===== src/hw/rtl/assert_macros.svh =====
// Assertion macros for the chunked body decoder RTL, used by cbd_core.
// No dependencies; every macro collapses to nothing when SYNTH is defined.
`ifndef ASSERT_MACROS_SVH
`define ASSERT_MACROS_SVH

`ifndef SYNTH

// Check a property on every rising edge outside reset
`define ASSERT_PROP(lbl, clk, rst, prop) \
  lbl: assert property (@(posedge clk) disable iff (rst) (prop)) \
    else $error("assertion failed");

// Check that a condition never holds outside reset
`define ASSERT_NEVER(lbl, clk, rst, cond) \
  lbl: assert property (@(posedge clk) disable iff (rst) !(cond)) \
    else $error("forbidden condition seen");

`else

`define ASSERT_PROP(lbl, clk, rst, prop)

`define ASSERT_NEVER(lbl, clk, rst, cond)

`endif

`endif


===== src/hw/rtl/cbd_pkg.sv =====
// Shared types and constants of the chunked body decoder.
// No dependencies; imported by every decoder module.
package cbd_pkg;

  // Reset value of the body length limit
  localparam logic [31:0] MAX_BODY_RESET = 32'd1048576;

  // Decoder status codes
  typedef enum logic [2:0] {
    ST_RUNNING   = 3'd0,
    ST_COMPLETE  = 3'd1,
    ST_TRUNCATED = 3'd2,
    ST_BAD_SIZE  = 3'd3,
    ST_TOO_LARGE = 3'd4
  } cbd_status_t;

  // One encoded byte of the body
  typedef struct packed {
    logic [7:0] in_byte;
    logic       is_last;
  } cbd_in_t;

  // One decoder result
  typedef struct packed {
    logic       out_valid;
    logic [7:0] out_byte;
    logic [2:0] status;
    logic       end_of_message;
  } cbd_out_t;

  // Handshake between the input register and the result register
  typedef struct packed {
    logic fire;
    logic take;
  } cbd_hs_t;

endpackage


===== src/hw/rtl/cbd_in_stage.sv =====
// Input register of the chunked body decoder.
// Depends on cbd_pkg for the item and handshake types.
module cbd_in_stage
  import cbd_pkg::*;
(
  input  logic    clk,
  input  logic    rst,
  input  logic    byte_valid,
  output logic    byte_stall,
  input  cbd_in_t byte_item,
  input  logic    take,
  output logic    fire,
  output cbd_in_t held_item
);

  logic held_valid;

  // Move the held item on whenever the result register can take it
  assign fire       = held_valid & take;
  assign byte_stall = held_valid & ~take;

  // Load a new item whenever the register is free or empties this cycle
  always_ff @(posedge clk) begin
    if (rst) begin
      held_valid <= 1'b0;
    end else if (!byte_stall) begin
      held_valid <= byte_valid;
    end
  end

  always_ff @(posedge clk) begin
    if (!byte_stall && byte_valid) begin
      held_item <= byte_item;
    end
  end

endmodule


===== src/hw/rtl/cbd_core.sv =====
// Decode state and per-byte step logic of the chunked body decoder.
// Depends on cbd_pkg and assert_macros.svh.
`include "assert_macros.svh"

module cbd_core
  import cbd_pkg::*;
(
  input  logic        clk,
  input  logic        rst,
  input  cbd_hs_t     hs,
  input  cbd_in_t     item,
  input  logic [31:0] max_body_bytes,
  output cbd_out_t    result
);

  typedef enum logic [2:0] {
    PH_LEAD   = 3'd0,
    PH_DIGITS = 3'd1,
    PH_TRAIL  = 3'd2,
    PH_EXT    = 3'd3,
    PH_DATA   = 3'd4,
    PH_SKIP   = 3'd5
  } phase_t;

  localparam logic [7:0] CH_SP   = 8'h20;
  localparam logic [7:0] CH_TAB  = 8'h09;
  localparam logic [7:0] CH_CR   = 8'h0D;
  localparam logic [7:0] CH_LF   = 8'h0A;
  localparam logic [7:0] CH_SEMI = 8'h3B;

  // Decode a hex digit: bit 4 flags a digit, bits 3:0 give its value
  function automatic logic [4:0] hex_decode(input logic [7:0] ch);
    logic [4:0] r;
    r = 5'd0;
    if (ch >= 8'h30 && ch <= 8'h39) begin
      r = {1'b1, ch[3:0]};
    end else if ((ch >= 8'h61 && ch <= 8'h66) || (ch >= 8'h41 && ch <= 8'h46)) begin
      r = {1'b1, ch[3:0] + 4'd9};
    end
    return r;
  endfunction

  phase_t      phase, phase_next;
  logic        cr_pending, cr_pending_next;
  logic        line_bad, line_bad_next;
  logic        saw_digit, saw_digit_next;
  logic [63:0] chunk_size, chunk_size_next;
  logic [31:0] body_count, body_count_next;
  logic [1:0]  skip_left, skip_left_next;
  cbd_status_t final_status, final_status_next;

  logic [7:0]  c;
  logic [4:0]  hx;
  logic        is_blank;
  logic        is_cr;
  logic        digit_ovf;
  logic [32:0] limit_sum;
  logic        too_large;
  logic [31:0] data_left;
  logic [1:0]  skip_dec;
  logic        res_valid;
  logic [7:0]  res_byte;
  cbd_status_t res_status;

  assign c         = item.in_byte;
  assign hx        = hex_decode(c);
  assign is_blank  = (c == CH_SP) || (c == CH_TAB);
  assign is_cr     = (c == CH_CR);
  assign digit_ovf = (chunk_size[63:60] != 4'd0);
  assign data_left = chunk_size[31:0] - 32'd1;
  assign skip_dec  = (skip_left != 2'd0) ? skip_left - 2'd1 : skip_left;

  // Exact limit test: body so far plus the chunk must stay within the limit
  assign limit_sum = {1'b0, body_count} + {1'b0, chunk_size[31:0]};
  assign too_large = (chunk_size[63:32] != 32'd0) || (limit_sum > {1'b0, max_body_bytes});

  // Step the decoder by one byte
  always_comb begin
    phase_next        = phase;
    cr_pending_next   = cr_pending;
    line_bad_next     = line_bad;
    saw_digit_next    = saw_digit;
    chunk_size_next   = chunk_size;
    body_count_next   = body_count;
    skip_left_next    = skip_left;
    final_status_next = final_status;
    res_valid         = 1'b0;
    res_byte          = 8'h00;

    if (final_status == ST_RUNNING) begin
      unique case (phase)
        PH_DATA: begin
          // pass the byte on and count it
          res_valid       = 1'b1;
          res_byte        = c;
          chunk_size_next = {32'd0, data_left};
          body_count_next = body_count + 32'd1;
          if (data_left == 32'd0) begin
            phase_next     = PH_SKIP;
            skip_left_next = 2'd2;
          end
        end
        PH_SKIP: begin
          // drop the two bytes after the data, then open a new size line
          skip_left_next = skip_dec;
          if (skip_dec == 2'd0) begin
            phase_next      = PH_LEAD;
            cr_pending_next = 1'b0;
            line_bad_next   = 1'b0;
            saw_digit_next  = 1'b0;
            chunk_size_next = 64'd0;
          end
        end
        default: begin
          if (c == CH_LF && cr_pending) begin
            // end of size line: judge it
            cr_pending_next = 1'b0;
            priority if (line_bad || !saw_digit) begin
              final_status_next = ST_BAD_SIZE;
            end else if (chunk_size == 64'd0) begin
              final_status_next = ST_COMPLETE;
            end else if (too_large) begin
              final_status_next = ST_TOO_LARGE;
            end else begin
              phase_next = PH_DATA;
            end
          end else begin
            unique case (phase)
              PH_LEAD: begin
                priority if (is_blank) begin
                end else if (hx[4]) begin
                  if (digit_ovf) begin
                    line_bad_next = 1'b1;
                  end else begin
                    chunk_size_next = {chunk_size[59:0], hx[3:0]};
                  end
                  saw_digit_next = 1'b1;
                  phase_next     = PH_DIGITS;
                end else if (c == CH_SEMI) begin
                  phase_next = PH_EXT;
                end else begin
                  line_bad_next = 1'b1;
                end
              end
              PH_DIGITS: begin
                priority if (hx[4]) begin
                  if (digit_ovf) begin
                    line_bad_next = 1'b1;
                  end else begin
                    chunk_size_next = {chunk_size[59:0], hx[3:0]};
                  end
                  saw_digit_next = 1'b1;
                end else if (is_blank || is_cr) begin
                  phase_next = PH_TRAIL;
                end else if (c == CH_SEMI) begin
                  phase_next = PH_EXT;
                end else begin
                  line_bad_next = 1'b1;
                end
              end
              PH_TRAIL: begin
                priority if (is_blank || is_cr) begin
                end else if (c == CH_SEMI) begin
                  phase_next = PH_EXT;
                end else begin
                  line_bad_next = 1'b1;
                end
              end
              default: begin
                // extension text is ignored up to CRLF
              end
            endcase
            cr_pending_next = is_cr;
          end
        end
      endcase
    end

    // Show the status after this byte; an unfinished body at the end is truncated
    res_status = final_status_next;
    if (item.is_last && final_status_next == ST_RUNNING) begin
      res_status = ST_TRUNCATED;
    end

    // Clear all decode state after the last byte
    if (item.is_last) begin
      phase_next        = PH_LEAD;
      cr_pending_next   = 1'b0;
      line_bad_next     = 1'b0;
      saw_digit_next    = 1'b0;
      chunk_size_next   = 64'd0;
      body_count_next   = 32'd0;
      skip_left_next    = 2'd0;
      final_status_next = ST_RUNNING;
    end
  end

  assign result.out_valid      = res_valid;
  assign result.out_byte       = res_byte;
  assign result.status         = res_status;
  assign result.end_of_message = item.is_last;

  // Hold decode state; advance it when an item passes through
  always_ff @(posedge clk) begin
    if (rst) begin
      phase        <= PH_LEAD;
      cr_pending   <= 1'b0;
      line_bad     <= 1'b0;
      saw_digit    <= 1'b0;
      chunk_size   <= 64'd0;
      body_count   <= 32'd0;
      skip_left    <= 2'd0;
      final_status <= ST_RUNNING;
    end else if (hs.fire) begin
      phase        <= phase_next;
      cr_pending   <= cr_pending_next;
      line_bad     <= line_bad_next;
      saw_digit    <= saw_digit_next;
      chunk_size   <= chunk_size_next;
      body_count   <= body_count_next;
      skip_left    <= skip_left_next;
      final_status <= final_status_next;
    end
  end

  // While data flows, the byte count left is nonzero and fits in 32 bits
  `ASSERT_NEVER(a_data_left_range, clk, rst,
    phase == PH_DATA && (chunk_size[63:32] != 32'd0 || chunk_size[31:0] == 32'd0))
  // Data is only passed while the body is still running
  `ASSERT_PROP(a_data_running, clk, rst,
    (hs.fire && result.out_valid) |-> (final_status == ST_RUNNING))
  // The last byte leaves the decoder cleared
  `ASSERT_PROP(a_clear_after_last, clk, rst,
    (hs.fire && item.is_last) |=>
      (phase == PH_LEAD && body_count == 32'd0 && final_status == ST_RUNNING))
  // The skip counter never exceeds the two bytes after the data
  `ASSERT_NEVER(a_skip_range, clk, rst, skip_left == 2'd3)

endmodule


===== src/hw/rtl/cbd_out_stage.sv =====
// Result register of the chunked body decoder.
// Depends on cbd_pkg for the result type.
module cbd_out_stage
  import cbd_pkg::*;
(
  input  logic     clk,
  input  logic     rst,
  input  logic     fire,
  input  cbd_out_t result,
  output logic     take,
  output logic     res_valid,
  input  logic     res_stall,
  output cbd_out_t res_item
);

  // Free when empty or when the held result leaves this cycle
  assign take = ~res_valid | ~res_stall;

  always_ff @(posedge clk) begin
    if (rst) begin
      res_valid <= 1'b0;
    end else if (take) begin
      res_valid <= fire;
    end
  end

  always_ff @(posedge clk) begin
    if (take && fire) begin
      res_item <= result;
    end
  end

endmodule


===== src/hw/rtl/http_chunked_body_decoder_top.sv =====
// HTTP chunked transfer body decoder, one encoded byte in, one result out.
// Input channel byte_valid/byte_stall/byte_item carries an encoded byte and a
// last-byte flag; output channel res_valid/res_stall/res_item carries one
// result for every byte: a data flag, the decoded byte, the running status
// (running, complete, truncated, bad size, too large) and the end mark.
// cfg_wr_en/cfg_wr_data write the body length limit; write it only while the
// decoder is idle.
// Path: each accepted byte is held in the input register, decoded
// combinationally and registered in the result register, where it can be
// taken. Throughput: one byte per cycle while the output does not stall, set
// by the decode step between the two registers (a digit shift, a 33-bit limit
// add-and-compare and the byte counters).
// A stall on the output holds the result; the input stalls only once both
// registers are full. Reset clears the pipeline and the decode state and
// sets the limit to 1048576 bytes. After the last byte the decode state
// clears on its own; the limit is kept.
// Depends on cbd_pkg, cbd_in_stage, cbd_core and cbd_out_stage.
module http_chunked_body_decoder_top
  import cbd_pkg::*;
(
  input  logic        clk,
  input  logic        rst,
  input  logic        byte_valid,
  output logic        byte_stall,
  input  cbd_in_t     byte_item,
  output logic        res_valid,
  input  logic        res_stall,
  output cbd_out_t    res_item,
  input  logic        cfg_wr_en,
  input  logic [31:0] cfg_wr_data
);

  logic [31:0] max_body_bytes;
  cbd_hs_t     hs;
  cbd_in_t     held_item;
  cbd_out_t    result;

  // Hold the body length limit
  always_ff @(posedge clk) begin
    if (rst) begin
      max_body_bytes <= MAX_BODY_RESET;
    end else if (cfg_wr_en) begin
      max_body_bytes <= cfg_wr_data;
    end
  end

  cbd_in_stage u_in (
    .clk        (clk),
    .rst        (rst),
    .byte_valid (byte_valid),
    .byte_stall (byte_stall),
    .byte_item  (byte_item),
    .take       (hs.take),
    .fire       (hs.fire),
    .held_item  (held_item)
  );

  cbd_core u_core (
    .clk            (clk),
    .rst            (rst),
    .hs             (hs),
    .item           (held_item),
    .max_body_bytes (max_body_bytes),
    .result         (result)
  );

  cbd_out_stage u_out (
    .clk       (clk),
    .rst       (rst),
    .fire      (hs.fire),
    .result    (result),
    .take      (hs.take),
    .res_valid (res_valid),
    .res_stall (res_stall),
    .res_item  (res_item)
  );

endmodule


===== config.mk =====
export PLATFORM = sky130hd
export DESIGN_NAME = http_chunked_body_decoder_top
export DESIGN_NICKNAME = d
export VERILOG_FILES = /design/src/hw/rtl/cbd_pkg.sv /design/src/hw/rtl/cbd_in_stage.sv /design/src/hw/rtl/cbd_core.sv /design/src/hw/rtl/cbd_out_stage.sv /design/src/hw/rtl/http_chunked_body_decoder_top.sv
export VERILOG_INCLUDE_DIRS = /design/src /design/src/hw/rtl
export SDC_FILE = /design/constraint.sdc
export NUM_CORES = 1
export LEC_CHECK = 0
export CAP_MARGIN = 20
export CELL_PAD_IN_SITES_DETAIL_PLACEMENT = 2
export CELL_PAD_IN_SITES_GLOBAL_PLACEMENT = 2
export CORE_UTILIZATION = 42
export CTS_CLUSTER_DIAMETER = 150
export DETAILED_ROUTE_END_ITERATION = 16
export DONT_BUFFER_PORTS = 1
export GPL_TIMING_DRIVEN = 0
export PLACE_DENSITY_LB_ADDON = 0.05
export SYNTH_ARGS = -nofsm -noshare
export SYNTH_HDL_FRONTEND = slang
export SYNTH_SLANG_ARGS = --single-unit

===== constraint.sdc =====
create_clock -name clk -period 9.5 [get_ports clk]
set_clock_uncertainty 0.2 [all_clocks]
set_input_delay 1.425 -clock clk [delete_from_list [all_inputs] [get_ports clk]]
set_output_delay 1.425 -clock clk [all_outputs]
set_load 0.05 [all_outputs]

Word-level counts from Yosys, hierarchy flattened
Index checks and enable logic that the tools add are counted.
{"block": "word_totals", "ff_bits": 163, "input_bits": 46, "out_inout_bits": 15, "elab_cells": 162}
{"block": "classes", "add_sub_neg": 5, "magnitude_cmp": 7, "n_eq_ne": 22, "n_mux": 66, "n_bitwise": 6, "reduce_logical": 39}
{"op": "64-bit 2-to-1 mux", "count": 7}
{"op": "64-bit one-hot mux with 2 select lines", "count": 2}
{"op": "32-bit 2-to-1 mux", "count": 3}
{"op": "64-bit zero test", "count": 1}
{"op": "3-bit 2-to-1 mux", "count": 21}
{"op": "32-bit by 32-bit adder with 33-bit output", "count": 1}
{"op": "33-bit by 32-bit greater-than comparator with 1-bit output", "count": 1}
{"op": "32-bit by 1-bit adder with 32-bit output (second input constant)", "count": 1}
{"op": "32-bit zero test", "count": 1}
{"op": "32-bit nonzero test", "count": 1}
{"op": "32-bit by 1-bit subtractor with 32-bit output (second input constant)", "count": 1}
{"op": "8-bit by 4-bit equality test with 1-bit output (second input constant)", "count": 3}
{"op": "5-bit inequality test (second input constant)", "count": 4}
{"op": "1-bit 2-to-1 mux", "count": 19}
{"op": "8-bit by 6-bit equality test with 1-bit output (second input constant)", "count": 2}
{"op": "8-bit by 7-bit >= comparator with 1-bit output (second input constant)", "count": 2}
{"op": "8-bit by 7-bit less-or-equal comparator with 1-bit output (second input constant)", "count": 2}
{"op": "7-bit AND reduction", "count": 2}
{"op": "6-bit inequality test (second input constant)", "count": 2}
{"op": "11-bit AND reduction", "count": 1}
{"op": "5-bit 2-to-1 mux", "count": 2}
{"op": "5-bit nonzero test", "count": 2}
{"op": "3-bit zero test", "count": 3}
{"op": "3-bit one-hot mux with 3 select lines", "count": 1}
{"op": "33 further kinds", "count": 60}

Logic depth before layout (Yosys ltp)
Gate-level depths: netlist (run 1).
{"block": "depth", "depth_word": 13, "ltp_mapped": 22}

Modules after synthesis
From an unflattened synthesis (run 1), not the netlist that was laid out.
{"block": "hier_totals", "cells_unflattened": 1266, "hier_area_um2": 10258.6}
{"module": "cbd_core", "n_inst": 1, "cells_per_inst": 1131, "area_each_um2": 8336.7}
{"module": "http_chunked_body_decoder_top", "n_inst": 1, "cells_per_inst": 103, "area_each_um2": 1166.1}
{"module": "cbd_out_stage", "n_inst": 1, "cells_per_inst": 18, "area_each_um2": 429.2}
{"module": "cbd_in_stage", "n_inst": 1, "cells_per_inst": 14, "area_each_um2": 326.6}

Worst setup path after synthesis (run 1)
Ideal clock, no wire load.
{"block": "synth_timing", "kind": "register -> register", "startpoint": "reg u_core.chunk_size[0]", "endpoint": "reg u_out.res_item[2] (netlist name)", "setup_time_ns": 0.261, "arrival_time_ns": 4.345, "t_required_ns": 9.039, "slack_ns": 4.694, "stages_incl_launch_ff": 21, "path_buffers": 0, "period_less_slack_ns": 4.806, "cell_sequence": "dfxtp_1 ha_1 inv_1 fa_1 nand2b_1 a211o_1 a21bo_2 a21oi_1 a31o_2 nor2_1 o21a_1 o41ai_1 xor2_1 ha_1 nand3_1 or4_1 o221ai_1 a21oi_1 nand2_1 a31oi_1 a311o_1"}
{"block": "synth_via", "elab_chain_len": 11, "elab_cells_between_ends": 12, "classes_between": "add/sub (1); order compare (1); mux (6); reduce/logical (4)"}
{"item": "start: declaration", "line": "cbd_core.sv:47", "source": "logic [63:0] chunk_size, chunk_size_next;"}
{"item": "start signal: assignment", "line": "cbd_core.sv:219", "source": "chunk_size <= chunk_size_next;"}
{"item": "32-bit by 32-bit adder with 33-bit output", "line": "cbd_core.sv:74", "source": "assign limit_sum = {1'b0, body_count} + {1'b0, chunk_size[31:0]};"}
{"item": "33-bit by 32-bit greater-than comparator with 1-bit output", "line": "cbd_core.sv:75", "source": "assign too_large = (chunk_size[63:32] != 32'd0) || (limit_sum > {1'b0, max_body_bytes});"}
{"item": "1-bit logical OR", "line": "cbd_core.sv:75"}
{"item": "3-bit 2-to-1 mux", "line": "cbd_core.sv:122", "source": "end else if (too_large) begin"}
{"item": "3-bit 2-to-1 mux (*)", "line": "cbd_core.sv:120", "source": "end else if (chunk_size == 64'd0) begin"}
{"item": "3-bit 2-to-1 mux (*)", "line": "cbd_core.sv:118", "source": "priority if (line_bad || !saw_digit) begin"}
{"item": "3-bit 2-to-1 mux (*)", "line": "cbd_core.sv:115", "source": "if (c == CH_LF && cr_pending) begin"}
{"item": "3-bit 2-to-1 mux (*)", "line": "cbd_core.sv:91", "source": "unique case (phase)"}
{"item": "3-bit 2-to-1 mux (*)", "line": "cbd_core.sv:90", "source": "if (final_status == ST_RUNNING) begin"}
{"item": "3-bit zero test", "line": "cbd_core.sv:181", "source": "if (item.is_last && final_status_next == ST_RUNNING) begin"}
{"item": "1-bit logical AND", "line": "cbd_core.sv:181"}
Every way passes the cells marked *; elsewhere a longest branch is shown, timed or not.
A chain may end at the register's enable or synchronous reset.

Final worst setup path (run 1)
{"block": "layout_timing", "startpoint": "reg u_core.chunk_size[0]", "endpoint": "reg u_out.res_item[3] (netlist name)"}
{"block": "layout_via", "elab_chain_len": 11, "elab_cells_between_ends": 12, "classes_between": "add/sub (1); order compare (1); mux (6); reduce/logical (4)"}
{"item": "32-bit by 32-bit adder with 33-bit output", "line": "cbd_core.sv:74"}
{"item": "33-bit by 32-bit greater-than comparator with 1-bit output", "line": "cbd_core.sv:75"}
{"item": "1-bit logical OR", "line": "cbd_core.sv:75"}
{"item": "3-bit 2-to-1 mux", "line": "cbd_core.sv:122"}
{"item": "3-bit 2-to-1 mux (*)", "line": "cbd_core.sv:120"}
{"item": "3-bit 2-to-1 mux (*)", "line": "cbd_core.sv:118"}
{"item": "3-bit 2-to-1 mux (*)", "line": "cbd_core.sv:115"}
{"item": "3-bit 2-to-1 mux (*)", "line": "cbd_core.sv:91"}
{"item": "3-bit 2-to-1 mux (*)", "line": "cbd_core.sv:90"}
{"item": "3-bit zero test", "line": "cbd_core.sv:181"}
{"item": "1-bit logical AND", "line": "cbd_core.sv:181"}
Marked as above.

==> out/results.txt, run 1 <==
Status -> finished, final reports clean
Psw -> 0.000453 W
First-pass GRT wire length -> 60.8 mm
Synth warn -> 0
Worst-Skew Late Latency -> 450 ps
Sequential share of power -> 45.7%
Overall power -> 0.00160 W
CP arrival -> 6390 ps
RSZ-0062 raised after global routing -> false
Gr ovfl total -> 0
Crit-path slowest cell -> or4_1
Final period util -> 67.6%
Worst Tran Pin Value -> 1130 ps
Initial Util -> 43.4%
Crit-path max FO -> 8
PD cells -> 141 nW/um^2
Minimum clock period -> 6420 ps
Worst-path cell chain -> ha_1, inv_1, fa_1, nand2b_1, a211o_1, a21bo_2, a21oi_1, a31o_2, nor2_1, o21a_1, o41ai_1, xor2_1, ha_1, nand3_1, or4_1, nor2b_1, nand3_1, a21oi_1, nand2_1, a31oi_1, inv_1
FF+latch count, synth -> 163
Routed Antenna Nets -> 0
First-pass DRT Iterations -> 5
Final Hold Fails -> 0
Final setup viols -> 0
Ports -> 61
Syn Inst Count -> 1297
Critical path launch point type -> flip-flop
TritonCTS Buffers -> 17
# clock sinks -> 163
Power Internal -> 0.00115 W
MaxCap Viol Count -> 0
Die height -> 159 um
Row Count -> 56
Post-CTS sizing -> 0
Setup TNS -> 0 ps
Die width -> 159 um
Post-synth top cells -> 181 x nor2_1, 141 x a21oi_1, 141 x dfxtp_1, 91 x nand2_1, 72 x ha_1
Place WS -> 3350 ps
CP endpoint kind -> flip-flop
Pin count of the biggest net entering global routing -> 20
P&R area growth vs syn -> 9.71%
Residual DRC count -> 0
GP Congestion -> 0.890
Ranking of synthesized cells by area -> dfxtp_1 27%, ha_1 8.7%, a21oi_1 6.8%
Crit Path Category -> reg2reg
Worst hold-check path type -> reg2reg
Relative slew slack -> 24.5%
Most used DFF post-synth -> dfxtp_1
Area leader, netlist -> dfxtp_1
Share of post-route cells with drive strength above 1 -> 3.38%
Clock buffer depth -> 2
Leakage -> 4.69 nW
Logic pwr share -> 8.4%
Maximum vdd drop -> 0.0869 mV
Post-synth EDFFs -> 22
Net Sw Frac -> 28.3%
Unique cell type count in the Yosys netlist -> 66
Synth top area share -> 27.4%
Final worst-path setup slack -> 3080 ps
Post-synthesis instance area -> 10300 sq um
CTS tree -> yes
Setup Buffers After CTS -> 0
Sequential fraction of the synthesis area -> 33.8%
CTS HTree Levels -> 4
Iter 0 DRT Violations -> 712
F_max -> 156 MHz
Post-CTS Hold Buffers -> 0
Clock root buffer -> clkbuf_16
CTS clk-pin slew, worst paths -> 70 ps
Final net count -> 1436
Total track usage -> 31.7%
Fillcell total -> 2685
Port Buffer Count -> 0
Core area -> 23800 sq um
Die ar. -> 25200 sq um
Max incr delay on CP -> 600 ps
Routed vias -> 10300
Worst Path Required -> 9480 ps
FFs w/ async S/R, synth -> 0%
Final Slew Violations -> 0
Post-Syn Nets -> 1416
Dpl hpwl -> 27.9 mm
Vias in the first global route -> 11000
Antenna violations before repair -> 1
Final WL -> 39.0 mm
Post-DR vias/cell -> 6.23
WL per Instance -> 23.6 um
Average cell area after synthesis -> 7.95 sq um
Post-layout util -> 47.6%
Clk pwr share -> 45.8%
Most numerous cell in the Yosys netlist -> nor2_1
-- cells in the final DEF, fill, tap and decap left out, types with 9 or more instances in the layout --
cell         n
ha_1        72
xnor2_1     30
nand4_1     26
dfxtp_1    141
xor2_1      35
clkbuf_16   17
mux2i_1     33
nor4_1      22
nor3_1      38
nand3_1     25
nor2_1     181
and2_1       9
a21o_1      16
a31oi_1     12
edfxtp_1    22
and3_1      49
clkbuf_1    68
a21oi_1    141
o21ai_0     57
nand2_1     91
nor2b_1      9
inv_1       63
a32o_1       9
-- through the flow --
step,hold WS (ps),cell area (sq um),instances
2_1_floorplan,224,10300,1297
3_3_place_gp,230,10700,1616
3_5_place_dp,241,10700,1617
4_1_cts,247,11300,1649
5_1_grt,252,11300,1649
6_report,247,11300,1650
-- worst max-delay path: cells and delay by family, from the launching register on --
kind | cells | cell delay, ps
compound gates | 8 | 2440
fa+ha+maj | 3 | 1010
buf+inv | 2 | 180
xor+xnor | 1 | 150
simple gates | 7 | 1600
flops | 1 | 560
-- final cells by class --
| class | count | area [sq um] | share of cell area [%] |
|---|---|---|---|
| Tap cell | 319 | 399 | 3.53 |
| Sequential cell | 163 | 3480 | 30.8 |
| Buffer | 70 | 273 | 2.41 |
| Clock buffer | 18 | 429 | 3.79 |
| Timing Repair Buffer | 1 | 5.00 | 0.0442 |
| Clock inverter | 14 | 165 | 1.46 |
| Multi-Input combinational cell | 1001 | 6320 | 55.9 |
| Antenna cell | 1 | 2.50 | 0.0221 |
| Inverter | 63 | 236 | 2.09 |
-- routing by layer --
layer	global-route usage [%]	part of all wire, %	vias up
li1	-	-	4724
met1	39.2	44	5232
met2	55.2	49	264
met5	0	0	-
met4	12.2	2.7	0
met3	4.79	4.1	58
-- power groups by stage --
stage / Combinational, W / Sequential, W / Clock [W]
finish: 0.000135 / 0.000732 / 0.000734
global route: 0.000146 / 0.000734 / 0.000766
CTS: 0.000133 / 0.000732 / 0.000743
detailed placement: 0.000131 / 0.000748 / 0
global placement: 0.000124 / 0.000747 / 0
floorplan: 0.0000869 / 0.000743 / 0
-- state kept, by name (all words and copies together) (netlist names) --
name and count:
u_core.line_bad 1, u_core.phase 3, u_core.saw_digit 1, u_in.held_valid 1, u_out.res_valid 1, u_out.res_item 13
u_core.cr_pending 1, max_body_bytes 32, u_core.final_status 3, u_core.body_count 32, u_core.skip_left 2, u_core.chunk_size 64
u_in.held_item 9
-- cell families after synthesis --
| logic type | count (synthesis) | share of synthesized area [%] |
|---|---|---|
| multiplexers | 33 | 3.20 |
| adder cells (fa/ha/maj) | 73 | 8.93 |
| XOR/XNOR | 65 | 5.52 |
| AND/OR/NAND/NOR | 510 | 24.4 |
| AO/OA/AOI/OAI | 320 | 19.2 |
| flip-flops | 163 | 33.8 |
| buffers and inverters | 133 | 4.94 |
-- path summary, 6_finish.rpt --
check,start,endpoint,slack [ps],cells after the start
worst max register to register,u_core.chunk_size[0],u_out.res_item[3],3080,21
worst min-delay path,u_in.held_item[0],u_out.res_item[0],250,0
worst min register to register,u_in.held_item[0],u_out.res_item[0],250,0
worst max-delay path,u_core.chunk_size[0],u_out.res_item[3],3080,21
(Power assumes the default switching activity.)
==> run 2: changes to the inputs <==
--- a/config.mk
+++ b/config.mk
@@ -6,10 +6,11 @@
 export SDC_FILE = /design/constraint.sdc
 export NUM_CORES = 1
 export LEC_CHECK = 0
+export ABC_AREA = 1
 export CAP_MARGIN = 20
 export CELL_PAD_IN_SITES_DETAIL_PLACEMENT = 2
 export CELL_PAD_IN_SITES_GLOBAL_PLACEMENT = 2
-export CORE_UTILIZATION = 42
+export CORE_UTILIZATION = 37
 export CTS_CLUSTER_DIAMETER = 150
 export DETAILED_ROUTE_END_ITERATION = 16
 export DONT_BUFFER_PORTS = 1
==> constraint.sdc (replaced) <==
create_clock -name clk -period 6.7 [get_ports clk]
set_clock_uncertainty 0.2 [all_clocks]
set_input_delay 1.005 -clock clk [delete_from_list [all_inputs] [get_ports clk]]
set_output_delay 1.005 -clock clk [all_outputs]
set_load 0.05 [all_outputs]
==> out/results.txt, run 2 <==
GP Congestion -> 0.889
CTS clk-pin slew, worst paths -> 70 ps
Vias in the first global route -> 10900
Crit-path max FO -> 5
Ranking of synthesized cells by area -> dfxtp_1 27%, nand2_1 9.4%, ha_1 8.5%
Worst hold-check path type -> reg2reg
Worst-Skew Late Latency -> 460 ps
Fin cells -> 1913
Core area -> 27900 sq um
Max reg flops -> 64
Post-CTS sizing -> 0
# clock sinks -> 163
Max incr delay on CP -> 500 ps
Fillcell total -> 3428
Post-CTS Hold Buffers -> 0
PD cells -> 207 nW/um^2
Dpl hpwl -> 30.5 mm
Final period util -> 80.5%
Setup TNS -> 0 ps
TritonCTS Buffers -> 17
P&R area growth vs syn -> 9.95%
Port Buffer Count -> 0
Maximum vdd drop -> 0.154 mV
CTS tree -> yes
Final WL -> 38.4 mm
First-pass GRT wire length -> 60.7 mm
First-pass DRT Iterations -> 5
Post-Syn Nets -> 1622
Post-DR vias/cell -> 5.37
Die width -> 171 um
Largest register by flop count -> u_core.chunk_size
Minimum clock period -> 5390 ps
Sequential fraction of the synthesis area -> 33.0%
Routed vias -> 10300
Status -> finished, final reports clean
RSZ-0062 raised after global routing -> false
Clock root buffer -> clkbuf_16
FFs w/ async S/R, synth -> 0%
Routed Antenna Nets -> 0
Row Count -> 61
Commonest non-fill, non-tap cell in the layout -> nand2_1
Post-synth top cells -> 263 x nand2_1, 231 x nor2_1, 191 x inv_1, 141 x dfxtp_1, 139 x a21oi_1
Die ar. -> 29200 sq um
WL per Instance -> 20.1 um
Residual DRC count -> 0
Iter 0 DRT Violations -> 499
Area of the multi-input gates -> 6150 sq um
Unique cell type count in the Yosys netlist -> 55
F_max -> 185 MHz
Share of post-route cells with drive strength above 1 -> 5.86%
Gr ovfl total -> 0
Delay-heaviest family, CP -> simple AND/OR/NAND/NOR gates
Highest-count cells in the layout ignoring fill and taps -> 263 x nand2_1, 231 x nor2_1, 191 x inv_1
Pin count of the biggest net entering global routing -> 17
Most used cell, CP -> nand2_1
Synth top area share -> 26.8%
Biggest regs -> u_core.chunk_size (64), max_body_bytes (32), u_core.body_count (32)
CTS HTree Levels -> 4
Most used DFF post-synth -> dfxtp_1
Worst-path cell chain -> ha_1, a21oi_1, nand2_1, a21oi_1, o21ai_0, a21boi_0, inv_1, nand2_1, nand2_1, a21boi_0, o21ai_0, xor2_1, ha_1, nand4_1, nor2_1, nor4b_1, nand4_1, nand2_1, nand2_1, nand2_1, nand2_1, nand2_1, nand2_1, nor2_1
Leakage -> 5.31 nW
Ant diodes -> 0
Sequential Area -> 3480 sq um
Average cell area after synthesis -> 7.02 sq um
Die height -> 171 um
Final Slew Violations -> 0
Setup Buffers After CTS -> 0
MaxCap Viol Count -> 0
Critical path launch point type -> flip-flop
Final net count -> 1641
Synth warn -> 0
Relative slew slack -> 31.7%
Buf+Inv Stages, Crit Path -> 1
Most numerous cell in the Yosys netlist -> nand2_1
Total track usage -> 27.3%
Ports -> 61
Worst Path Required -> 6890 ps
Initial Util -> 37.8%
Placed cells -> 1881
Worst Tran Pin Value -> 1020 ps
Final Hold Fails -> 0
Post-synth EDFFs -> 22
Antenna violations before repair -> 0
Crit-path slowest cell -> dfxtp_1
Post-synthesis instance area -> 10500 sq um
Crit Path Category -> reg2reg
CP arrival -> 5580 ps
Clock buffer depth -> 2
Syn Inst Count -> 1503
CP endpoint kind -> flip-flop
FF+latch count, synth -> 163
Area leader, netlist -> dfxtp_1
Final setup viols -> 0
run 2: changes by cell type after synthesis, moves of 30 or more:
cell	previous run	this run
a22oi_1	5	35
mux2i_1	33	0
inv_1	63	191
nor2_1	181	231
o21ai_0	57	89
nand2_1	91	263
clkbuf_1	67	25
and3_1	49	1
run 2: cell type report:
type                    count  share of cell area [%]
inverters                 201                    6.51
plain buffers              36                    1.35
well taps                 378                    4.08
multi-input cells        1103                    53.1
flip-flops and latches    163                    30.0
clock buffers              19                    4.00
clock inverters            13                   0.971
run 2: worst register-to-register path, stage by stage (launching register included):
cell      delay [ps]
dfxtp_1          500
ha_1             340
a21oi_1          160
nand2_1          100
a21oi_1          210
o21ai_0          220
a21boi_0         400
inv_1            180
nand2_1           90
nand2_1          150
a21boi_0         350
o21ai_0          150
xor2_1           170
ha_1             320
nand4_1          250
nor2_1           230
nor4b_1          410
nand4_1          140
nand2_1          110
nand2_1          110
nand2_1          200
nand2_1          120
nand2_1           70
nand2_1           50
nor2_1            80
run 2: worst paths after layout:
kind                         from           endpoint  slack [ps]  cells after the start
max reg2reg  u_core.chunk_size[2]    u_core.phase[0]        1310                     24
min             u_in.held_item[0]  u_out.res_item[0]         250                      0
max          u_core.chunk_size[2]    u_core.phase[0]        1310                     24
min reg2reg     u_in.held_item[0]  u_out.res_item[0]         250                      0
run 2: cells by family (layout without fill, tap and decap cells):
family,after synthesis,count (layout),synth area share (%)
buf+inv,237,269,8.64
flops,163,163,33.0
compound gates,336,336,18.6
simple gates,638,638,26.4
fa+ha+maj,73,73,8.73
xor+xnor,56,56,4.65
run 2: report_power, final:
| group | total, W | switching, W | internal, W |
|---|---|---|---|
| logic | 0.000364 | 0.000260 | 0.000104 |
| registers | 0.00105 | 0.0000343 | 0.00102 |
| clock network | 0.000986 | 0.000468 | 0.000518 |
run 2: stage by stage:
step	hold slack (ps)	worst slack, ps	instance area, sq um	power [W]	utilization, %
after floorplan	221	2860	10500	0.00132	-
after global routing	261	879	11600	0.00250	41.5
after global placement	232	1550	11000	0.00142	39.4
final	254	1310	11600	0.00240	41.5
after CTS	247	1410	11600	0.00243	41.5
after detailed placement	232	1520	11000	0.00144	39.4
run 2: routing by layer:
metal / GRT usage (%) / vias up / routed length (um)
met5: 0 / - / 0
met4: 6.48 / 0 / 386
met3: 3.79 / 24 / 1080
met2: 45.4 / 130 / 18000
met1: 37.2 / 5069 / 18900
li1: - / 5050 / -
